$ cat config.mk
export PLATFORM = sky130hd
export DESIGN_NAME = circular_double_ended_queue_flat
export DESIGN_NICKNAME = d
export VERILOG_FILES = /design/src/hw/rtl/cdq_pkg.sv /design/src/hw/rtl/cdq_req_if.sv /design/src/hw/rtl/cdq_rsp_if.sv /design/src/hw/rtl/cdq_ram.sv /design/src/hw/rtl/circular_double_ended_queue.sv /design/src/flat_wrapper.sv
export SDC_FILE = /design/constraint.sdc
export NUM_CORES = 1
export LEC_CHECK = 0
export BUFFER_PORTS_ARGS = -buffer_cell sky130_fd_sc_hd__buf_2
export CORE_MARGIN = 5
export CORE_UTILIZATION = 40
export CTS_CLUSTER_SIZE = 24
export DETAILED_ROUTE_END_ITERATION = 12
export SLEW_MARGIN = 30
export SYNTH_ARGS = -nofsm -noshare
export SYNTH_HDL_FRONTEND = slang
export SYNTH_SLANG_ARGS = --single-unit
export TNS_END_PERCENT = 50
$ cat constraint.sdc
create_clock -name clk -period 5.5 [get_ports clk]
set_clock_uncertainty 0.05 [all_clocks]
set_input_delay 1.1 -clock clk [delete_from_list [all_inputs] [get_ports clk]]
set_output_delay 1.1 -clock clk [all_outputs]
set_load 0.05 [all_outputs]
$ cat src/hw/rtl/cdq_pkg.sv
package cdq_pkg;

  localparam int DEPTH_DEF     = 16;
  localparam int WORD_BITS_DEF = 32;
  localparam int CAP_W         = 5;
  localparam int OP_W          = 3;
  localparam logic [CAP_W-1:0] CAP_RESET = 5'd16;

  typedef enum logic [OP_W-1:0] {
    OP_INS_FRONT = 3'd0,
    OP_INS_BACK  = 3'd1,
    OP_DEL_FRONT = 3'd2,
    OP_DEL_BACK  = 3'd3,
    OP_READ      = 3'd4
  } op_t;

endpackage

$ cat src/hw/rtl/cdq_req_if.sv
interface cdq_req_if #(
  parameter int WORD_BITS = cdq_pkg::WORD_BITS_DEF
);
  logic                       valid;
  logic                       ready;
  logic [cdq_pkg::OP_W-1:0]   op;
  logic signed [WORD_BITS-1:0] value;

  modport source (output valid, op, value, input ready);
  modport sink   (input valid, op, value, output ready);
endinterface

$ cat src/hw/rtl/cdq_rsp_if.sv
interface cdq_rsp_if #(
  parameter int WORD_BITS = cdq_pkg::WORD_BITS_DEF
);
  logic                        valid;
  logic                        ready;
  logic                        accepted;
  logic signed [WORD_BITS-1:0] front_value;
  logic signed [WORD_BITS-1:0] rear_value;
  logic                        is_empty;
  logic                        is_full;
  logic [cdq_pkg::CAP_W-1:0]   count;

  modport source (output valid, accepted, front_value, rear_value, is_empty, is_full, count,
                  input ready);
  modport sink   (input valid, accepted, front_value, rear_value, is_empty, is_full, count,
                  output ready);
endinterface

$ cat src/hw/rtl/cdq_ram.sv
module cdq_ram #(
  parameter int WIDTH = 32,
  parameter int DEPTH = 16,
  localparam int AW = (DEPTH > 1) ? $clog2(DEPTH) : 1
) (
  input  logic             clk,
  input  logic             we,
  input  logic [AW-1:0]    waddr,
  input  logic [WIDTH-1:0] wdata,
  input  logic             re,
  input  logic [AW-1:0]    raddr_a,
  input  logic [AW-1:0]    raddr_b,
  output logic [WIDTH-1:0] rdata_a,
  output logic [WIDTH-1:0] rdata_b
);

  logic [WIDTH-1:0] mem [DEPTH];

  always_ff @(posedge clk) begin
    if (we) begin
      mem[waddr] <= wdata;
    end
    if (re) begin
      rdata_a <= mem[raddr_a];
      rdata_b <= mem[raddr_b];
    end
  end

endmodule

$ cat src/hw/rtl/circular_double_ended_queue.sv
// Circular double-ended queue of signed words.
// Channels: req carries op and value, rsp returns accepted, front_value,
// rear_value, is_empty, is_full and count; both are valid/ready, an item
// moves when valid and ready are high at a clock edge.
// cfg_we/cfg_data write the capacity (0 acts as 1, above DEPTH as DEPTH);
// write it only while no item is in flight.
// Result: the result of an item is on rsp in the cycle after it is accepted.
// Throughput: one item per cycle unless stalled; pointer update and slot
// write finish in the accept cycle, the RAM read registers with the result.
// Stall: rsp holds while ready is low; req.ready stays high while the
// result register is empty or being drained, so one result may wait
// while the next item is taken in the same cycle it leaves.
// Reset: empty deque, both ends at slot 0, capacity 16, no result pending.
// Slot contents are not cleared; an empty deque reports -1 at both ends.
module circular_double_ended_queue #(
  parameter int DEPTH     = cdq_pkg::DEPTH_DEF,
  parameter int WORD_BITS = cdq_pkg::WORD_BITS_DEF
) (
  input  logic                       clk,
  input  logic                       rst,
  input  logic                       cfg_we,
  input  logic [cdq_pkg::CAP_W-1:0]  cfg_data,
  cdq_req_if.sink                    req,
  cdq_rsp_if.source                  rsp
);

  import cdq_pkg::*;

  localparam int PTR_W   = (DEPTH > 1) ? $clog2(DEPTH) : 1;
  localparam int CMP_W   = ((PTR_W > CAP_W) ? PTR_W : CAP_W) + 1;
  localparam int CAP_MAX = (DEPTH < (1 << CAP_W) - 1) ? DEPTH : (1 << CAP_W) - 1;

  function automatic logic [PTR_W-1:0] step_up(logic [PTR_W-1:0] p, logic [CAP_W-1:0] c);
    logic [CMP_W-1:0] n;
    n = CMP_W'(p) + CMP_W'(1);
    return (n >= CMP_W'(c)) ? '0 : PTR_W'(n);
  endfunction

  function automatic logic [PTR_W-1:0] step_down(logic [PTR_W-1:0] p, logic [CAP_W-1:0] c);
    logic [CMP_W-1:0] m;
    m = CMP_W'(c) - CMP_W'(1);
    return (p == '0) ? PTR_W'(m) : p - PTR_W'(1);
  endfunction

  logic [CAP_W-1:0] capacity;
  logic [CAP_W-1:0] eff_cap;
  logic [PTR_W-1:0] head, head_next;
  logic [PTR_W-1:0] tail, tail_next;
  logic [CAP_W-1:0] fill, fill_next;
  logic             full, empty, ok, accept;
  logic             wr_en;
  logic [PTR_W-1:0] wr_addr;

  logic                 out_valid;
  logic                 ok_q, empty_q, full_q, front_hit_q, rear_hit_q;
  logic [CAP_W-1:0]     count_q;
  logic [WORD_BITS-1:0] wdata_q;
  logic [WORD_BITS-1:0] rd_front, rd_rear;

  always_comb begin
    if (capacity == '0) begin
      eff_cap = CAP_W'(1);
    end else if (CMP_W'(capacity) > CMP_W'(CAP_MAX)) begin
      eff_cap = CAP_W'(CAP_MAX);
    end else begin
      eff_cap = capacity;
    end
  end

  assign full      = (fill >= eff_cap);
  assign empty     = (fill == '0);
  assign req.ready = !out_valid || rsp.ready;
  assign accept    = req.valid && req.ready;

  always_comb begin
    head_next = head;
    tail_next = tail;
    fill_next = fill;
    ok        = 1'b1;
    wr_en     = 1'b0;
    wr_addr   = head;
    case (op_t'(req.op))
      OP_INS_FRONT, OP_INS_BACK: begin
        if (full) begin
          ok = 1'b0;
        end else begin
          if (empty) begin
            head_next = '0;
            tail_next = '0;
          end else if (op_t'(req.op) == OP_INS_FRONT) begin
            head_next = step_down(head, eff_cap);
          end else begin
            tail_next = step_up(tail, eff_cap);
          end
          wr_en     = 1'b1;
          wr_addr   = (op_t'(req.op) == OP_INS_FRONT) ? head_next : tail_next;
          fill_next = fill + CAP_W'(1);
        end
      end
      OP_DEL_FRONT: begin
        if (empty) begin
          ok = 1'b0;
        end else begin
          head_next = step_up(head, eff_cap);
          fill_next = fill - CAP_W'(1);
        end
      end
      OP_DEL_BACK: begin
        if (empty) begin
          ok = 1'b0;
        end else begin
          tail_next = step_down(tail, eff_cap);
          fill_next = fill - CAP_W'(1);
        end
      end
      default: begin
        ok = 1'b1;
      end
    endcase
  end

  always_ff @(posedge clk) begin
    if (rst) begin
      capacity  <= CAP_RESET;
      head      <= '0;
      tail      <= '0;
      fill      <= '0;
      out_valid <= 1'b0;
    end else begin
      if (cfg_we) begin
        capacity <= cfg_data;
      end
      if (accept) begin
        head      <= head_next;
        tail      <= tail_next;
        fill      <= fill_next;
        out_valid <= 1'b1;
      end else if (rsp.ready) begin
        out_valid <= 1'b0;
      end
    end
  end

  // result fields; a slot written in the accept cycle bypasses the RAM read
  always_ff @(posedge clk) begin
    if (accept) begin
      ok_q        <= ok;
      empty_q     <= (fill_next == '0);
      full_q      <= (fill_next >= eff_cap);
      count_q     <= fill_next;
      front_hit_q <= wr_en && (wr_addr == head_next);
      rear_hit_q  <= wr_en && (wr_addr == tail_next);
      wdata_q     <= req.value;
    end
  end

  cdq_ram #(
    .WIDTH (WORD_BITS),
    .DEPTH (DEPTH)
  ) u_slots (
    .clk     (clk),
    .we      (accept && wr_en),
    .waddr   (wr_addr),
    .wdata   (req.value),
    .re      (accept),
    .raddr_a (head_next),
    .raddr_b (tail_next),
    .rdata_a (rd_front),
    .rdata_b (rd_rear)
  );

  assign rsp.valid       = out_valid;
  assign rsp.accepted    = ok_q;
  assign rsp.is_empty    = empty_q;
  assign rsp.is_full     = full_q;
  assign rsp.count       = count_q;
  assign rsp.front_value = empty_q ? '1 : (front_hit_q ? wdata_q : rd_front);
  assign rsp.rear_value  = empty_q ? '1 : (rear_hit_q ? wdata_q : rd_rear);

endmodule

$ cat src/flat_wrapper.sv
// flat-port wrapper written by rule: the top's interface ports become plain ports
module circular_double_ended_queue_flat import cdq_pkg::*;
#(
  parameter int DEPTH     = cdq_pkg::DEPTH_DEF,
  parameter int WORD_BITS = cdq_pkg::WORD_BITS_DEF
)
  (clk, rst, cfg_we, cfg_data, req_valid, req_op, req_value, req_ready, rsp_valid, rsp_accepted, rsp_front_value, rsp_rear_value, rsp_is_empty, rsp_is_full, rsp_count, rsp_ready);
  cdq_req_if #(.WORD_BITS(WORD_BITS)) req_i ();
  cdq_rsp_if #(.WORD_BITS(WORD_BITS)) rsp_i ();
  input  logic clk;
  input  logic rst;
  input  logic cfg_we;
  input  logic [cdq_pkg::CAP_W-1:0] cfg_data;
  input wire logic [$bits(req_i.valid)-1:0] req_valid;
  input wire logic [$bits(req_i.op)-1:0] req_op;
  input wire logic [$bits(req_i.value)-1:0] req_value;
  output wire logic [$bits(req_i.ready)-1:0] req_ready;
  output wire logic [$bits(rsp_i.valid)-1:0] rsp_valid;
  output wire logic [$bits(rsp_i.accepted)-1:0] rsp_accepted;
  output wire logic [$bits(rsp_i.front_value)-1:0] rsp_front_value;
  output wire logic [$bits(rsp_i.rear_value)-1:0] rsp_rear_value;
  output wire logic [$bits(rsp_i.is_empty)-1:0] rsp_is_empty;
  output wire logic [$bits(rsp_i.is_full)-1:0] rsp_is_full;
  output wire logic [$bits(rsp_i.count)-1:0] rsp_count;
  input wire logic [$bits(rsp_i.ready)-1:0] rsp_ready;
  assign req_i.valid = req_valid;
  assign req_i.op = req_op;
  assign req_i.value = req_value;
  assign req_ready = req_i.ready;
  assign rsp_valid = rsp_i.valid;
  assign rsp_accepted = rsp_i.accepted;
  assign rsp_front_value = rsp_i.front_value;
  assign rsp_rear_value = rsp_i.rear_value;
  assign rsp_is_empty = rsp_i.is_empty;
  assign rsp_is_full = rsp_i.is_full;
  assign rsp_count = rsp_i.count;
  assign rsp_i.ready = rsp_ready;
  circular_double_ended_queue #(.DEPTH(DEPTH), .WORD_BITS(WORD_BITS)) u_core (.clk(clk), .rst(rst), .cfg_we(cfg_we), .cfg_data(cfg_data), .req(req_i), .rsp(rsp_i));
endmodule
==> flow_metrics.env, run 1 <==
export IMPL_outcome="finished clean"
export IMPL_io_buffers=118
export IMPL_finalSetupViolCount=0
export IMPL_fmax_ghz=0.203
export IMPL_cts_tree="yes"
export IMPL_startpoint_type="flip-flop"
export IMPL_grt_pass1_wl_um=158000
export IMPL_dp_final_hpwl_um=62400
export IMPL_tns_ps=0
export IMPL_ir_drop_v=0.000236
export IMPL_routed_wl_um=107000
export IMPL_numClockSinks=637
export IMPL_met1_length_um=42400
export IMPL_fp_dieArea_sq_mm=0.0860
export IMPL_syn_nets=2574
export IMPL_period_needed_ps=4920
export IMPL_core_sq_mm=0.0793
export IMPL_postCtsSetupRepairBufs=0
export IMPL_slew_viol_final=0
export IMPL_cp_required_ps=5750
export IMPL_num_antenna_cells=0
export IMPL_dieHeight_um=293
export IMPL_grtUsageTotal_pct=24.0
export IMPL_finalCritPeriodShare_pct=89.5
export IMPL_h_tree_depth=3
export IMPL_vias_per_cell=6.58
export IMPL_synth_top_cell_by_area="edfxtp_1"
export IMPL_critical_path_class="reg2reg"
export IMPL_power_density_mw_per_mm2=360
export IMPL_final_hold_violation_count=0
export IMPL_fin_nets=2620
export IMPL_clk_pin_slew_ps=60
export IMPL_rsz0062_at_grt="no"
export IMPL_hp_class="reg2reg"
export IMPL_cp_arrival_ps=5170
export IMPL_area_delta_synth_final_pct=13.8
export IMPL_hold_buffers=0
export IMPL_cts_root_buf="clkbuf_16"
export IMPL_worst_pin_slew_ps=1000
export IMPL_ys_warn_count=0
export IMPL_drtIter0Drc=2830
export IMPL_routedWlPerCell_um=29.3
export IMPL_synth_area_leaders="edfxtp_1 (58%), nand2_1 (3.4%), mux2i_1 (3.2%), a211oi_1 (3.2%), a32o_1 (3.0%)"
export IMPL_ant_nets=0
export IMPL_synth_edf_count=618
export IMPL_ys_ff_latch=637
export IMPL_wl_met3_um=9320
export IMPL_io_pins=119
export IMPL_drive_above_1_share_pct=18.1
export IMPL_clk_latency_ps=630
export IMPL_syn_area_sq_mm=0.0321
export IMPL_synth_top_cells_by_count="edfxtp_1 (618), nand2_1 (294), clkbuf_1 (173)"
export IMPL_async_reset_ff_share_pct=0
export IMPL_clockBufferDepth=3
export IMPL_wl_met2_um=50600
export IMPL_drc=0
export IMPL_grt_ovfl_total=0
export IMPL_netlist_instances=2507
export IMPL_gp_congestion=0.881
export IMPL_grt_start_max_net_pins=96
export IMPL_grt_pass1_vias=24400
export IMPL_fp_dieW_um=293
export IMPL_critPathMaxFanout=23
export IMPL_timing_slew_headroom_pct=33.1
export IMPL_postCtsResizedCells=0
export IMPL_highest_layer="met4"
export IMPL_num_vias=24100
export IMPL_num_rows=103
export IMPL_cts_made_buffers=72
export IMPL_yosysSeqAreaShare_pct=59.0
export IMPL_maxCapViolations=0
export IMPL_synth_top_cell_area_share_pct=57.8
export IMPL_synthFlopType="edfxtp_1"
export IMPL_yosysMostFrequentCell="edfxtp_1"
export IMPL_p_leak_uw=0.0121
export IMPL_start_util_pct=40.5
export IMPL_avgSynthCellArea_sq_um=12.8
export IMPL_ys_types=80
export IMPL_antenna_found_initial=1
export IMPL_whs_ps=471
export IMPL_cp_end_kind="flip-flop"
export IMPL_dr_pass1_iters=6
[critical path: stages (launching register included)]
cell and delay [ps]:
dfxtp_1 600, ha_1 320, xor2_1 340, ha_1 310, a21oi_1 220, o21ai_0 140
maj3_1 450, a21o_1 260, mux2i_1 420, nand4_1 540, nor2_4 600, buf_12 310
[power by group]
part           switching, uW  total (uW)  internal, uW
combinational           1890        2750           869
sequential              98.6        5630          5530
clock                   1980        4770          2790
total                   3970       13200          9180
[per-layer routing]
metal	up-vias	track usage [%]
met1	12100	31.8
met3	285	4.09
met5	-	0
met2	1414	39.3
met4	0	10.3
li1	10200	-
[cells in the final DEF (no fill, tap or decap), types with 36 or more instances in the layout]
cell type	instances
nand2_1	292
a31oi_1	36
buf_4	83
o211ai_1	71
nor2b_1	69
edfxtp_1	618
a21oi_1	55
or4_1	67
a211o_1	65
a32o_1	96
inv_1	52
a211oi_1	136
buf_2	118
nor4_1	100
mux2i_1	103
clkbuf_16	75
[state kept, by name (all words and copies together), names as in the netlist]
signal                  count
u_core.u_slots.mem        512
u_core.u_slots.rdata_a     32
u_core.u_slots.rdata_b     32
u_core.wdata_q             32
u_core.capacity             5
u_core.fill                 5
u_core.rsp.count            5
u_core.head                 4
u_core.tail                 4
u_core.front_hit_q          1
u_core.rear_hit_q           1
u_core.rsp.accepted         1
u_core.rsp.is_empty         1
u_core.rsp.is_full          1
u_core.rsp.valid            1
[layout make-up]
cell class / count / area [sq um]
Clock inverter: 36 / 365
Sequential cell: 637 / 18900
Fill cell: 6967 / 42800
Tap cell: 1050 / 1310
Inverter: 55 / 211
Multi-Input combinational cell: 1566 / 12100
Clock buffer: 92 / 1940
Timing Repair Buffer: 221 / 1610
[path summary, 6_finish.rpt]
path	start	to	slack, ps	cells after the start
worst max-delay path	u_core.tail[0]	u_core.u_slots.mem[6][24]	580	11
worst min-delay path	u_core.rsp.valid	u_core.rsp.valid	470	2
worst max register to register	u_core.tail[0]	u_core.u_slots.mem[6][24]	580	11
worst min register to register	u_core.rsp.valid	u_core.rsp.valid	470	2
[per-stage QoR]
step           cell area [sq um]  total power (uW)  setup WS (ps)  std cells  util [%]
6_report                   36500             13200            578       3657      46.1
5_1_grt                    36500             13600            425       3657      46.1
4_1_cts                    36500             13200            690       3657      46.1
3_5_place_dp               34200              8460            682       3529      43.1
3_3_place_gp               34200              8420            692       3528      43.1
2_1_floorplan              32100              7530            625       2507         -
[cells by family (layout without fill, tap and decap cells)]
family	Yosys count	in the layout	share of synthesized area, %
xor+xnor	15	15	0.410
simple gates	670	670	11.1
buf+inv	304	404	4.02
compound gates	685	685	17.8
mux	168	168	6.62
fa+ha+maj	28	28	1.05
flops	637	637	59.0
No activity file was read; power rests on OpenSTA's default activity.
==> run 2: changes to the inputs <==
--- a/config.mk
+++ b/config.mk
@@ -10,6 +10,7 @@
 export CORE_UTILIZATION = 40
 export CTS_CLUSTER_SIZE = 24
 export DETAILED_ROUTE_END_ITERATION = 12
+export MAX_ROUTING_LAYER = met4
 export SLEW_MARGIN = 30
 export SYNTH_ARGS = -nofsm -noshare
 export SYNTH_HDL_FRONTEND = slang
==> constraint.sdc (replaced) <==
create_clock -name clk -period 4.5 [get_ports clk]
set_clock_uncertainty 0.05 [all_clocks]
set_input_delay 0.9 -clock clk [delete_from_list [all_inputs] [get_ports clk]]
set_output_delay 0.9 -clock clk [all_outputs]
set_load 0.05 [all_outputs]
==> run 2 against run 1 <==
Against the previous run: critical path depth increased by 2; clock power increased by 18%; via count increased by 2.5%; cell count increased by 1.8%; routed wire length increased by 3.5%; total power increased by 22%.
==> flow_metrics.env, run 2 (synthesis gave the netlist of run 1 again) <==
export IMPL_outcome="finished clean"
export IMPL_worst_pin_slew_ps=948
export IMPL_dieHeight_um=293
export IMPL_fin_nets=2687
export IMPL_num_rows=103
export IMPL_power_density_mw_per_mm2=428
export IMPL_cp_end_kind="flip-flop"
export IMPL_r2r_cells=13
export IMPL_layout_common_cells="edfxtp_1 (618), nand2_1 (291), a211oi_1 (136), buf_2 (118), buf_4 (107)"
export IMPL_fin_cells=3724
export IMPL_rsz0062_at_grt="no"
export IMPL_gp_congestion=0.893
export IMPL_hp_start="req_valid"
export IMPL_finalSetupViolCount=0
export IMPL_startpoint_type="flip-flop"
export IMPL_numClockSinks=637
export IMPL_final_util_pct=47.3
export IMPL_cts_root_buf="clkbuf_16"
export IMPL_num_vias=24700
export IMPL_tns_ps=0
export IMPL_drtIter0Drc=2887
export IMPL_holdPathEnd="u_core.rsp.valid"
export IMPL_grt_pass1_vias=24300
export IMPL_critical_path_class="reg2reg"
export IMPL_fp_dieW_um=293
export IMPL_rr_startpoint="u_core.capacity[4]"
export IMPL_final_common_cell="edfxtp_1"
export IMPL_grt_start_max_net_pins=129
export IMPL_fp_dieArea_sq_mm=0.0860
export IMPL_dr_pass1_iters=7
export IMPL_whs_ps=467
export IMPL_drc=0
export IMPL_power_total_uw=16100
export IMPL_vias_per_cell=6.62
export IMPL_worstHoldPathCells=3
export IMPL_dp_final_hpwl_um=66600
export IMPL_clk_pin_slew_ps=60
export IMPL_fillers=6905
export IMPL_ir_drop_v=0.000254
export IMPL_io_pins=119
export IMPL_maxCapViolations=0
export IMPL_hp_class="in2reg"
export IMPL_routed_wl_um=111000
export IMPL_finalCritPeriodShare_pct=96.0
export IMPL_ant_nets=0
export IMPL_critPathMaxFanout=16
export IMPL_clk_latency_ps=620
export IMPL_timing_rr_end="u_core.u_slots.rdata_b[30]"
export IMPL_fmax_ghz=0.232
export IMPL_cts_made_buffers=71
export IMPL_cts_tree="yes"
export IMPL_antenna_found_initial=0
export IMPL_period_needed_ps=4320
export IMPL_area_delta_synth_final_pct=16.9
export IMPL_core_sq_mm=0.0793
export IMPL_grt_ovfl_total=0
export IMPL_routedWlPerCell_um=29.7
export IMPL_p_leak_uw=0.0125
export IMPL_start_util_pct=40.5
export IMPL_clockBufferDepth=3
export IMPL_timing_slew_headroom_pct=36.8
export IMPL_cp_arrival_ps=4650
export IMPL_grt_pass1_wl_um=162000
export IMPL_cp_required_ps=4830
export IMPL_slew_viol_final=0
export IMPL_reg2reg_setup_slack_ps=180
export IMPL_final_hold_violation_count=0
export IMPL_regMostFlops="u_core.u_slots.mem"
export IMPL_num_antenna_cells=0
export IMPL_grtUsageTotal_pct=25.4
export IMPL_drive_above_1_share_pct=20.5
export IMPL_h_tree_depth=3
export IMPL_dp_cells=3594
export IMPL_io_buffers=118
export IMPL_largest_reg_flops=512
## run 2: worst max path at each step
stage / start / end / slack, ps
CTS: u_core.tail[0] / u_core.u_slots.mem[3][26] / 20
global placement: req_op[1] / u_core.u_slots.rdata_b[10] / 50
detailed placement: u_core.tail[0] / u_core.u_slots.mem[3][24] / 50
floorplan: req_op[1] / u_core.u_slots.mem[0][0] / -180
finish: u_core.capacity[4] / u_core.u_slots.rdata_b[30] / 180
global route: u_core.capacity[4] / u_core.u_slots.rdata_b[30] / 5
## run 2: metal layers
layer	vias to the layer above	GRT usage [%]	part of all wire (%)
met5	-	-	0
li1	10400	-	-
met2	1533	40.5	48
met3	304	4.49	9.1
met4	0	9.31	3.9
met1	12400	32.9	39
## run 2: where the power goes
group | internal (uW) | switching (uW)
clock network | 3170 | 2440
logic | 1200 | 2400
registers | 6750 | 97.1
total | 11100 | 4940
## run 2: timing repair
item / in CTS / in global routing
setup endpoints to repair: 0 / 451
endpoints found under the hold margin: 0 / 0
hold buffers: 0 / 0
resized for setup: 0 / 9
buffers inserted: 0 / 2
## run 2: area by class of cell
type	instances	area (sq um)	share of cell area, %
sequential	637	18900	50.5
clock buffer	80	1830	4.88
inverter	55	211	0.564
timing repair buffer	289	2670	7.12
multi-input combinational	1566	12100	32.4
clock inverter	47	379	1.01
tap	1050	1310	3.50
## run 2: through the flow
stage | instance area (sq um) | setup WS (ps)
after floorplan | 32100 | -175
after global placement | 35200 | 46.6
after detailed placement | 35200 | 46.9
after CTS | 37400 | 23.9
after global routing | 37500 | 4.55
final | 37500 | 181
## run 2: critical path: stages (launching register included)
cell	delay, ps
dfxtp_1	360
and2b_1	380
inv_1	100
ha_1	290
or4_1	480
o32a_1	240
a21oi_1	290
o32ai_1	170
a41oi_2	510
nor3b_2	390
buf_4	400
a32o_1	230
nor4_1	50
buf_4	130
